`src/hdl/pph_pkg.sv`:
```
// ----------------------------------------------------------------------------
// pph_pkg
// Shared types and constants for the polygon point hit test block.
// ----------------------------------------------------------------------------
package pph_pkg;

    // Register indexes of the configuration port.
    localparam logic [1:0] CFG_QUERY_X  = 2'd0;
    localparam logic [1:0] CFG_QUERY_Y  = 2'd1;
    localparam logic [1:0] CFG_MARGIN   = 2'd2;
    localparam logic [1:0] CFG_CLOSED   = 2'd3;

    localparam int MARGIN_W     = 20;
    localparam int EDGE_INDEX_W = 12;
    localparam int QUEUE_DEPTH  = 4;

    // Control flags that travel with one edge job through the queue.
    typedef struct packed {
        logic seg_ok;     // run the segment distance test on this edge
        logic cross_pre;  // x span condition of the crossing test holds
        logic emit;       // closing edge or single-vertex shape: deliver the shape result afterwards
        logic inside_en;  // shape is closed and has at least three vertices
    } job_flags_t;

    localparam int JOB_FLAGS_W = $bits(job_flags_t);

endpackage

```
`src/hdl/pph_back.sv`:
```
// ----------------------------------------------------------------------------
// pph_back
// Works through edge jobs with one shared limb multiplier and an accumulator:
// crossing parity, segment distance test, nearest segment, shape result.
// ----------------------------------------------------------------------------
module pph_back #(
    parameter int MAX_VERTICES = 4096,
    parameter int COORD_BITS   = 24,
    localparam int CNT_W  = $clog2(MAX_VERTICES + 1),
    localparam int D_W    = COORD_BITS + 1,
    localparam int JOB_W  = pph_pkg::JOB_FLAGS_W + CNT_W + 8 * D_W
) (
    input  logic                              aclk,
    input  logic                              aresetn,
    input  logic [pph_pkg::MARGIN_W-1:0]      margin,
    input  logic                              job_empty,
    input  logic [JOB_W-1:0]                  job_data,
    output logic                              job_pop,
    output logic                              m_valid,
    input  logic                              m_ready,
    output logic                              m_near_edge,
    output logic [pph_pkg::EDGE_INDEX_W-1:0]  m_edge_index,
    output logic                              m_inside_res,
    output logic                              m_hit
);
    import pph_pkg::*;

    localparam int LW    = (D_W > MARGIN_W) ? D_W : MARGIN_W;
    localparam int MAG_W = 6 * LW;
    localparam int ACC_W = MAG_W + 1;

    // Sequencer states.
    localparam logic [2:0] ST_IDLE  = 3'd0;
    localparam logic [2:0] ST_RUN   = 3'd1;
    localparam logic [2:0] ST_DRAIN = 3'd2;
    localparam logic [2:0] ST_EVAL  = 3'd3;
    localparam logic [2:0] ST_FIN   = 3'd4;

    // Product steps.
    localparam logic [3:0] OP_C0 = 4'd0;   // crossing left product
    localparam logic [3:0] OP_C1 = 4'd1;   // crossing right product, subtracted
    localparam logic [3:0] OP_L0 = 4'd2;   // dx squared
    localparam logic [3:0] OP_L1 = 4'd3;   // dy squared
    localparam logic [3:0] OP_D0 = 4'd4;   // ux times dx
    localparam logic [3:0] OP_D1 = 4'd5;   // uy times dy
    localparam logic [3:0] OP_X0 = 4'd6;   // ux times dy
    localparam logic [3:0] OP_X1 = 4'd7;   // uy times dx, subtracted
    localparam logic [3:0] OP_M  = 4'd8;   // margin squared
    localparam logic [3:0] OP_S  = 4'd9;   // cross squared
    localparam logic [3:0] OP_R  = 4'd10;  // margin squared times length squared
    localparam logic [3:0] OP_T  = 4'd11;  // cross squared times best length
    localparam logic [3:0] OP_U  = 4'd12;  // best cross squared times length

    logic [2:0]          state_reg;
    logic [3:0]          op_reg;
    logic [1:0]          i_reg;
    logic                j_reg;
    logic [JOB_W-1:0]    job_reg;
    logic [2*LW-1:0]     prod_reg;
    logic [2:0]          pshift_reg;
    logic                pneg_reg;
    logic                pvalid_reg;
    logic [ACC_W-1:0]    acc_reg, acc_next;
    logic [2*LW-1:0]     len2_reg, ca_reg, m2_reg, best_len_reg;
    logic [4*LW-1:0]     ca2_reg, best_ca2_reg;
    logic [MAG_W-1:0]    t_reg;
    logic                parity_reg;
    logic                best_valid_reg;
    logic [CNT_W-1:0]    best_idx_reg;
    logic                m_valid_reg;
    logic                near_reg, inside_reg, hit_reg;
    logic [EDGE_INDEX_W-1:0] index_reg;

    job_flags_t          flags;
    logic [CNT_W-1:0]    job_seg;
    logic signed [D_W-1:0] diff [8];
    logic [4*LW-1:0]     a_vec;
    logic [2*LW-1:0]     b_vec;
    logic                op_neg;
    logic [1:0]          na_m1;
    logic                nb_m1;
    logic [LW-1:0]       a_limb, b_limb;
    logic [ACC_W-1:0]    term;
    logic                acc_neg;
    logic [MAG_W-1:0]    acc_mag;
    logic                out_free;
    logic [CNT_W+EDGE_INDEX_W-1:0] idx_ext;

    // Magnitude of a coordinate difference.
    function automatic logic [LW-1:0] mag(input logic signed [D_W-1:0] d);
        logic [D_W-1:0] n;
        n = d[D_W-1] ? -d : d;
        return LW'(n);
    endfunction

    // Job fields.
    assign flags   = job_flags_t'(job_reg[JOB_W-1 -: JOB_FLAGS_W]);
    assign job_seg = job_reg[8*D_W +: CNT_W];
    always_comb begin
        for (int k = 0; k < 8; k++) begin
            diff[k] = job_reg[k*D_W +: D_W];
        end
    end

    // Operand selection for the current step; indexes: 0 dx, 1 dy, 2 ux,
    // 3 uy, 4 cy1, 5 cdx, 6 cdy, 7 cx1.
    always_comb begin
        a_vec  = '0;
        b_vec  = '0;
        op_neg = 1'b0;
        na_m1  = 2'd0;
        nb_m1  = 1'b0;
        unique case (op_reg)
            OP_C0: begin
                a_vec  = (4*LW)'(mag(diff[4]));
                b_vec  = (2*LW)'(mag(diff[5]));
                op_neg = diff[4][D_W-1] ^ diff[5][D_W-1];
            end
            OP_C1: begin
                a_vec  = (4*LW)'(mag(diff[6]));
                b_vec  = (2*LW)'(mag(diff[7]));
                op_neg = !(diff[6][D_W-1] ^ diff[7][D_W-1]);
            end
            OP_L0: begin
                a_vec = (4*LW)'(mag(diff[0]));
                b_vec = (2*LW)'(mag(diff[0]));
            end
            OP_L1: begin
                a_vec = (4*LW)'(mag(diff[1]));
                b_vec = (2*LW)'(mag(diff[1]));
            end
            OP_D0: begin
                a_vec  = (4*LW)'(mag(diff[2]));
                b_vec  = (2*LW)'(mag(diff[0]));
                op_neg = diff[2][D_W-1] ^ diff[0][D_W-1];
            end
            OP_D1: begin
                a_vec  = (4*LW)'(mag(diff[3]));
                b_vec  = (2*LW)'(mag(diff[1]));
                op_neg = diff[3][D_W-1] ^ diff[1][D_W-1];
            end
            OP_X0: begin
                a_vec  = (4*LW)'(mag(diff[2]));
                b_vec  = (2*LW)'(mag(diff[1]));
                op_neg = diff[2][D_W-1] ^ diff[1][D_W-1];
            end
            OP_X1: begin
                a_vec  = (4*LW)'(mag(diff[3]));
                b_vec  = (2*LW)'(mag(diff[0]));
                op_neg = !(diff[3][D_W-1] ^ diff[0][D_W-1]);
            end
            OP_M: begin
                a_vec = (4*LW)'(margin);
                b_vec = (2*LW)'(margin);
            end
            OP_S: begin
                a_vec = (4*LW)'(ca_reg);
                b_vec = ca_reg;
                na_m1 = 2'd1;
                nb_m1 = 1'b1;
            end
            OP_R: begin
                a_vec = (4*LW)'(m2_reg);
                b_vec = len2_reg;
                na_m1 = 2'd1;
                nb_m1 = 1'b1;
            end
            OP_T: begin
                a_vec = ca2_reg;
                b_vec = best_len_reg;
                na_m1 = 2'd3;
                nb_m1 = 1'b1;
            end
            OP_U: begin
                a_vec = best_ca2_reg;
                b_vec = len2_reg;
                na_m1 = 2'd3;
                nb_m1 = 1'b1;
            end
            default: ;
        endcase
    end

    assign a_limb = a_vec[i_reg*LW +: LW];
    assign b_limb = b_vec[j_reg*LW +: LW];

    // Accumulator: the registered product is added at its limb offset.
    always_comb begin
        term = ACC_W'(prod_reg) << (LW * pshift_reg);
        acc_next = acc_reg;
        if (pvalid_reg) begin
            acc_next = pneg_reg ? acc_reg - term : acc_reg + term;
        end
    end

    assign acc_neg  = acc_reg[ACC_W-1];
    assign acc_mag  = acc_neg ? MAG_W'(-acc_reg) : acc_reg[MAG_W-1:0];
    assign out_free = !m_valid_reg || m_ready;
    assign job_pop  = (state_reg == ST_IDLE) && !job_empty;
    assign idx_ext  = {{EDGE_INDEX_W{1'b0}}, best_idx_reg};

    // Multiplier stage.
    always_ff @(posedge aclk) begin
        prod_reg   <= a_limb * b_limb;
        pshift_reg <= {1'b0, i_reg} + {2'b00, j_reg};
        pneg_reg   <= op_neg;
    end

    // Job sequencer.
    always_ff @(posedge aclk) begin
        if (!aresetn) begin
            state_reg      <= ST_IDLE;
            op_reg         <= OP_C0;
            i_reg          <= '0;
            j_reg          <= 1'b0;
            pvalid_reg     <= 1'b0;
            parity_reg     <= 1'b0;
            best_valid_reg <= 1'b0;
            best_idx_reg   <= '0;
            m_valid_reg    <= 1'b0;
        end else begin
            pvalid_reg <= (state_reg == ST_RUN);
            acc_reg    <= acc_next;
            if (m_valid_reg && m_ready) begin
                m_valid_reg <= 1'b0;
            end
            unique case (state_reg)
                ST_IDLE: begin
                    if (!job_empty) begin
                        job_reg   <= job_data;
                        op_reg    <= OP_C0;
                        i_reg     <= '0;
                        j_reg     <= 1'b0;
                        acc_reg   <= '0;
                        state_reg <= ST_RUN;
                    end
                end
                ST_RUN: begin
                    if (j_reg == nb_m1) begin
                        j_reg <= 1'b0;
                        if (i_reg == na_m1) begin
                            state_reg <= ST_DRAIN;
                        end else begin
                            i_reg <= i_reg + 1'b1;
                        end
                    end else begin
                        j_reg <= 1'b1;
                    end
                end
                ST_DRAIN: begin
                    state_reg <= ST_EVAL;
                end
                ST_EVAL: begin
                    i_reg     <= '0;
                    j_reg     <= 1'b0;
                    state_reg <= ST_RUN;
                    unique case (op_reg)
                        OP_C0: op_reg <= OP_C1;
                        OP_C1: begin
                            if (flags.cross_pre && acc_neg) begin
                                parity_reg <= !parity_reg;
                            end
                            acc_reg <= '0;
                            if (flags.seg_ok) begin
                                op_reg <= OP_L0;
                            end else begin
                                state_reg <= ST_FIN;
                            end
                        end
                        OP_L0: op_reg <= OP_L1;
                        OP_L1: begin
                            len2_reg <= acc_reg[2*LW-1:0];
                            acc_reg  <= '0;
                            op_reg   <= OP_D0;
                        end
                        OP_D0: op_reg <= OP_D1;
                        OP_D1: begin
                            acc_reg <= '0;
                            // Foot of the perpendicular off the segment, or
                            // a segment of zero length.
                            if (len2_reg == '0 || acc_neg ||
                                acc_reg[MAG_W-1:0] > MAG_W'(len2_reg)) begin
                                state_reg <= ST_FIN;
                            end else begin
                                op_reg <= OP_X0;
                            end
                        end
                        OP_X0: op_reg <= OP_X1;
                        OP_X1: begin
                            ca_reg  <= acc_mag[2*LW-1:0];
                            acc_reg <= '0;
                            op_reg  <= OP_M;
                        end
                        OP_M: begin
                            m2_reg  <= acc_reg[2*LW-1:0];
                            acc_reg <= '0;
                            op_reg  <= OP_S;
                        end
                        OP_S: begin
                            ca2_reg <= acc_reg[4*LW-1:0];
                            acc_reg <= '0;
                            op_reg  <= OP_R;
                        end
                        OP_R: begin
                            acc_reg <= '0;
                            if (MAG_W'(ca2_reg) > acc_reg[MAG_W-1:0]) begin
                                state_reg <= ST_FIN;
                            end else if (best_valid_reg) begin
                                op_reg <= OP_T;
                            end else begin
                                best_valid_reg <= 1'b1;
                                best_idx_reg   <= job_seg;
                                best_ca2_reg   <= ca2_reg;
                                best_len_reg   <= len2_reg;
                                state_reg      <= ST_FIN;
                            end
                        end
                        OP_T: begin
                            t_reg   <= acc_reg[MAG_W-1:0];
                            acc_reg <= '0;
                            op_reg  <= OP_U;
                        end
                        OP_U: begin
                            // Only a strictly nearer segment replaces the best.
                            if (t_reg < acc_reg[MAG_W-1:0]) begin
                                best_idx_reg <= job_seg;
                                best_ca2_reg <= ca2_reg;
                                best_len_reg <= len2_reg;
                            end
                            state_reg <= ST_FIN;
                        end
                        default: state_reg <= ST_FIN;
                    endcase
                end
                ST_FIN: begin
                    if (!flags.emit) begin
                        state_reg <= ST_IDLE;
                    end else if (out_free) begin
                        m_valid_reg    <= 1'b1;
                        parity_reg     <= 1'b0;
                        best_valid_reg <= 1'b0;
                        best_idx_reg   <= '0;
                        state_reg      <= ST_IDLE;
                    end
                end
                default: state_reg <= ST_IDLE;
            endcase
        end
    end

    // Result payload.
    always_ff @(posedge aclk) begin
        if (state_reg == ST_FIN && flags.emit && out_free) begin
            near_reg   <= best_valid_reg;
            index_reg  <= best_valid_reg ? idx_ext[EDGE_INDEX_W-1:0] : '0;
            inside_reg <= flags.inside_en && parity_reg;
            hit_reg    <= best_valid_reg || (flags.inside_en && parity_reg);
        end
    end

    assign m_valid      = m_valid_reg;
    assign m_near_edge  = near_reg;
    assign m_edge_index = index_reg;
    assign m_inside_res = inside_reg;
    assign m_hit        = hit_reg;

endmodule

```
`config.mk`:
```
export PLATFORM = sky130hd
export DESIGN_NAME = pph_back
export DESIGN_NICKNAME = d
export VERILOG_FILES = /design/src/hdl/pph_pkg.sv /design/src/hdl/pph_back.sv
export SDC_FILE = /design/constraint.sdc
export NUM_CORES = 2
export LEC_CHECK = 0
export ABC_AREA = 1
export BUFFER_PORTS_ARGS = -buffer_cell sky130_fd_sc_hd__buf_2
export CELL_PAD_IN_SITES_DETAIL_PLACEMENT = 1
export CELL_PAD_IN_SITES_GLOBAL_PLACEMENT = 2
export CORE_MARGIN = 2
export CORE_UTILIZATION = 39
export DETAILED_ROUTE_END_ITERATION = 12
export GPL_TIMING_DRIVEN = 0
export HOLD_SLACK_MARGIN = 0.06
export PLACE_DENSITY = 0.92
export SLEW_MARGIN = 0
export SYNTH_ARGS = -nofsm -noshare
export SYNTH_HDL_FRONTEND = slang
export SYNTH_SLANG_ARGS = --single-unit
```
`constraint.sdc`:
```
create_clock -name aclk -period 30.5 [get_ports aclk]
set_clock_uncertainty 0.05 [all_clocks]
set_input_delay 9.15 -clock aclk [delete_from_list [all_inputs] [get_ports aclk]]
set_output_delay 9.15 -clock aclk [all_outputs]
set_load 0.005 [all_outputs]
```
==> Word level (Yosys, flattened, before mapping) <==
Cells that the tools add are included.
{ "op_classes": {"reduce_logical": 46, "n_bitwise": 7, "n_mul": 4, "muxes": 71, "shifts": 3, "n_eq_ne": 40, "magnitude_cmp": 3, "addsub": 13} }
{ "op_table": {"columns": ["op", "count"], "rows": [
  ["100-bit case mux with 11 select lines", 1],
  ["151-bit 2-to-1 mux", 4],
  ["50-bit case mux with 8 select lines", 1],
  ["151-bit case mux with 2 select lines", 1],
  ["100-bit 2-to-1 mux", 3],
  ["25-bit 2-to-1 mux", 8],
  ["50-bit 2-to-1 mux", 4],
  ["25-bit negation", 8],
  ["100-bit case mux with 2 select lines", 1],
  ["151-bit adder", 1],
  ["50-bit by 8-bit << shifter with 151-bit output", 1],
  ["151-bit subtractor", 1],
  ["100-bit by 150-bit > comparator with 1-bit output", 1],
  ["150-bit by 50-bit > comparator with 1-bit output", 1],
  ["150-bit < comparator", 1],
  ["50-bit case mux with 2 select lines", 1],
  ["100-bit by 8-bit indexed part select with 25-bit output", 1],
  ["12-bit 2-to-1 mux", 5],
  ["50-bit zero test", 1],
  ["25-bit by 25-bit multiplier with 50-bit output", 1],
  ["50-bit negation", 1],
  ["50-bit by 7-bit indexed part select with 25-bit output", 1],
  ["12-bit case mux with 2 select lines", 2],
  ["4-bit case mux with 12 select lines", 1],
  ["50 further kinds", 136]
]} }
{ "word_totals": {"elab_cells": 212, "regBits": 1013} }

==> Logic depth before layout (Yosys ltp) <==
{ "depth": {"ltp_word": 7, "mapped_depth": 49, "depth_no_buf": 47} }

==> Least setup slack after synthesis <==
OpenSTA, ideal clock, no wires.
{ "synth_timing": {"kind": "input to register", "start": "input aresetn", "end": "register job_reg[0] (enable)", "t_required_ps": 29390, "path_buffers": 0, "cell_stages": 2, "setup_slack_ps": 5384, "t_arrival_ps": 24006, "cell_sequence": "clkinv_1 nor3_1"} }
{ "synth_between": {"elab_chain_len": 1} }
{ "synth_rtl": {"columns": ["item", "line", "text"], "rows": [
  ["start, declared", "pph_back.sv:14", "input logic aresetn,"],
  ["3-bit AND reduction (no source line)", null, null],
  ["end signal, assigned", "pph_back.sv:230", "job_reg <= job_data;"],
  ["end, declared", "pph_back.sv:58", "logic [JOB_W-1:0] job_reg;"]
]} }
Every way passes these cells.
A chain may end at the register's enable or synchronous reset.

==> Worst setup path in the final report <==
{ "layout_timing": {"start": "input margin[5] in the netlist's numbering", "end": "register prod_reg[35]"} }
{ "layout_between": {"elab_chain_len": 3, "elab_cells_between_ends": 5, "cone_classes": "mul: 1; shift: 2; mux: 2"} }
{ "layout_rtl": {"columns": ["item", "line", "text"], "rows": [
  ["start, declared", "pph_back.sv:15", "input logic [pph_pkg::MARGIN_W-1:0] margin,"],
  ["100-bit case mux with 11 select lines / 50-bit case mux with 8 select lines (equally long branches)", "pph_back.sv:113", "unique case (op_reg)"],
  ["100-bit by 8-bit indexed part select with 25-bit output / 50-bit by 7-bit indexed part select with 25-bit output (equally long branches)", "pph_back.sv:184, pph_back.sv:185", null],
  ["25-bit by 25-bit multiplier with 50-bit output (*)", "pph_back.sv:204", "prod_reg <= a_limb * b_limb;"],
  ["end signal, assigned", "pph_back.sv:204", null],
  ["end, declared", "pph_back.sv:59", "logic [2*LW-1:0] prod_reg;"]
]} }
Mark *: on every way between the ends. The rest lies on a longest branch, timed or not.

==> metrics <==
largest cells by area after synthesis=edfxtp_1 (30%), fa_1 (11%), nand2_1 (9.1%); failing checks=DRC, capacitance limit, slew limit; asr flop ratio synth=0; 1st-iter DRT viols=roughly 10000; synth-to-layout area growth=10.7%; Worst EP arrival=19810 ps; syn nets=13600; Met3 Wirelength=45500 microns; Port Buffers=256; die outline area=247000 sq um; die height=497 microns; post_cts resized=0; Design Area, Final=105000 sq um; Core Box Area=241000 sq um; routed len/inst=between 30 and 40 microns; clock-pin slew on the worst setup and hold paths=around 60 ps; final setup fails=0; largest net degree at the start of global routing=100; flops & latches, synth=1012; RSZ-0062 raised after global routing=false; CTS H-tree depth=3; most frequent CP cell=fa_1; Final GP Congestion=1.06; cell count after synthesis=between 10000 and 15000; # hold bufs at CTS=0; grt total ovfl=0; GRT Overall Usage=0.405; biggest area consumer among synthesized cells=edfxtp_1; critical path data required time=31130 ps; Post-synth EDFFs=932; number of global-route vias before repair=97700; Crit Path Class=in -> reg; drt pass-1 iters=11; MaxCap Viol Count=7; Max Used Layer=met5; Ports=258; Nets=14000; post-CTS setup buffers=0; CP endpoint kind=register; maximum buffer depth of the clock tree=3; WL met1=~200000 microns; Critical Path Start Type=input pin; area post-placement=101000 sq um; initial antenna violation count=18; CP Max Fanout=10; Slew Viols, Final=28; DIE WIDTH=497 microns; Syn Std Cell Area=94600 sq um; syn_area_per_cell=7.77 sq um; Post-route DRC=2; Final ANT Viol Nets=0; share of Yosys cell area claimed by the top area cell type=0.296; most used flip-flop cell after synthesis=edfxtp_1; final period demand of the worst path=19180 ps; clock tree root buffer cell=clkbuf_16; routed wl met2=223000 microns; Worst-Margin Slew=1550 ps; Post-DP HPWL=429000 microns; sequential share of the synthesized area=0.313; Hold WC Path Type=reg -> reg; CTS buffer count=113; layout cells sized above 1=0.0577; vias per cell=5.97; YS warnings=0; first-pass GRT wire length=714000 microns; Crit path largest cell delay=850 ps; Rows=180; setup TNS=0 ps; clock sink count=1012; worst skew pair latency=850 ps; relative slew slack=-0.0599; Starting Density=0.393; Final Hold Vio Count=0; CTS tree=built; Tcrit/Tclk final=0.629; via count=94900; outcome=finished with violations; Peak Freq=0.0521 GHz; max reg flops=between 200 and 250; Routed WL=around 510000 microns; Unique masters post-synth=80; slowest CP cell=clkinv_1
[placed cells by master, fill, tap and decap left out, drive strengths merged, types with 18 or more instances in the layout]
cell type,n
o31ai,23
ha,655
clkbuf,381
nand4,204
a221oi,74
a22o,21
o2111ai,45
o221ai,29
o21a,63
xnor2,145
clkinv,66
nand3b,18
o211ai,101
xor2,218
dfxtp,80
a211oi,26
or2,50
inv,2173
nand2,2305
buf,432
nand3,859
nor2,1384
a21oi,883
nor4,68
o21bai,27
fa,527
o21ai,493
a31oi,85
edfxtp,932
nor3,166
[synth_stat cells, drive strengths merged, types with 21 or more instances]
master   count
a211oi      26
a21oi      883
a221oi      74
a22o        21
a31oi       85
buf        130
clkbuf     236
clkinv      24
dfxtp       80
edfxtp     932
fa         527
ha         655
inv       2167
nand2     2305
nand3      859
nand4      204
nor2      1384
nor3       166
nor4        68
o2111ai     45
o211ai     101
o21a        63
o21ai      493
o21bai      27
o221ai      29
o31ai       23
or2         50
xnor2      145
xor2       218
[cells by family (layout without fill, tap and decap cells)]
kind of cell / Yosys count / count (layout) / share of synthesized area
and+or+nand+nor: 5088 / 5088 / 0.229
DFF: 1012 / 1012 / 0.313
AOI/OAI and AO/OA: 1982 / 1982 / 0.124
other: 0 / 11 / 0
xor gates and xnor gates: 363 / 363 / 0.0336
buffers and inverters: 2557 / 3070 / 0.103
adders and majority gates: 1182 / 1182 / 0.198
[path summary, 6_finish.rpt]
| path | from | to | slack, ps | cells after the start |
|---|---|---|---|---|
| max reg2reg | op_reg[2]$_SDFFE_PN0P_ | prod_reg[35]$_DFF_P_ | 17570 | 34 |
| min reg2reg | len2_reg[25]$_DFFE_PP_ | best_len_reg[25]$_DFFE_PP_ | 400 | 0 |
| max | margin[5] | prod_reg[35]$_DFF_P_ | 11320 | 32 |
| min | len2_reg[25]$_DFFE_PP_ | best_len_reg[25]$_DFFE_PP_ | 400 | 0 |
[critical path, delay by kind of cell]
family	cells	cell delay, ps
simple gates	2	260
compound gates	14	4610
xor+xnor	1	280
fa+ha+maj	8	3570
buf+inv	7	1900
[final cells by class]
class	instances	area [sq um]
fill	29600	136000
multi-input combinational	8615	55400
sequential	1012	29600
inverter	2191	8220
tap	3185	3990
clock buffer	145	3200
timing repair buffer	302	1970
buffer	366	1530
clock inverter	66	810
antenna	11	27.5
[metal layers]
metal / up-vias / global-route usage
met1: 47600 / 0.508
met4: 16 / 0.288
met2: 5000 / 0.630
met3: 1172 / 0.0754
met5: - / 0
li1: 41100 / -
[through the flow]
| stage | std cells | utilization | hold WS [ps] | setup slack, ps |
|---|---|---|---|---|
| finish | 15900 | 0.435 | 403 | 11320 |
| global route | 15900 | 0.434 | 413 | 11040 |
| CTS | 15900 | 0.434 | 406 | 11540 |
| detailed placement | 15700 | 0.418 | 387 | 10730 |
| global placement | 15600 | 0.415 | 378 | -4310 |
| floorplan | 12200 | - | 376 | 5380 |
Power is not shown: default switching activity piles up to over one toggle a cycle in this logic, so the estimate is an artifact.
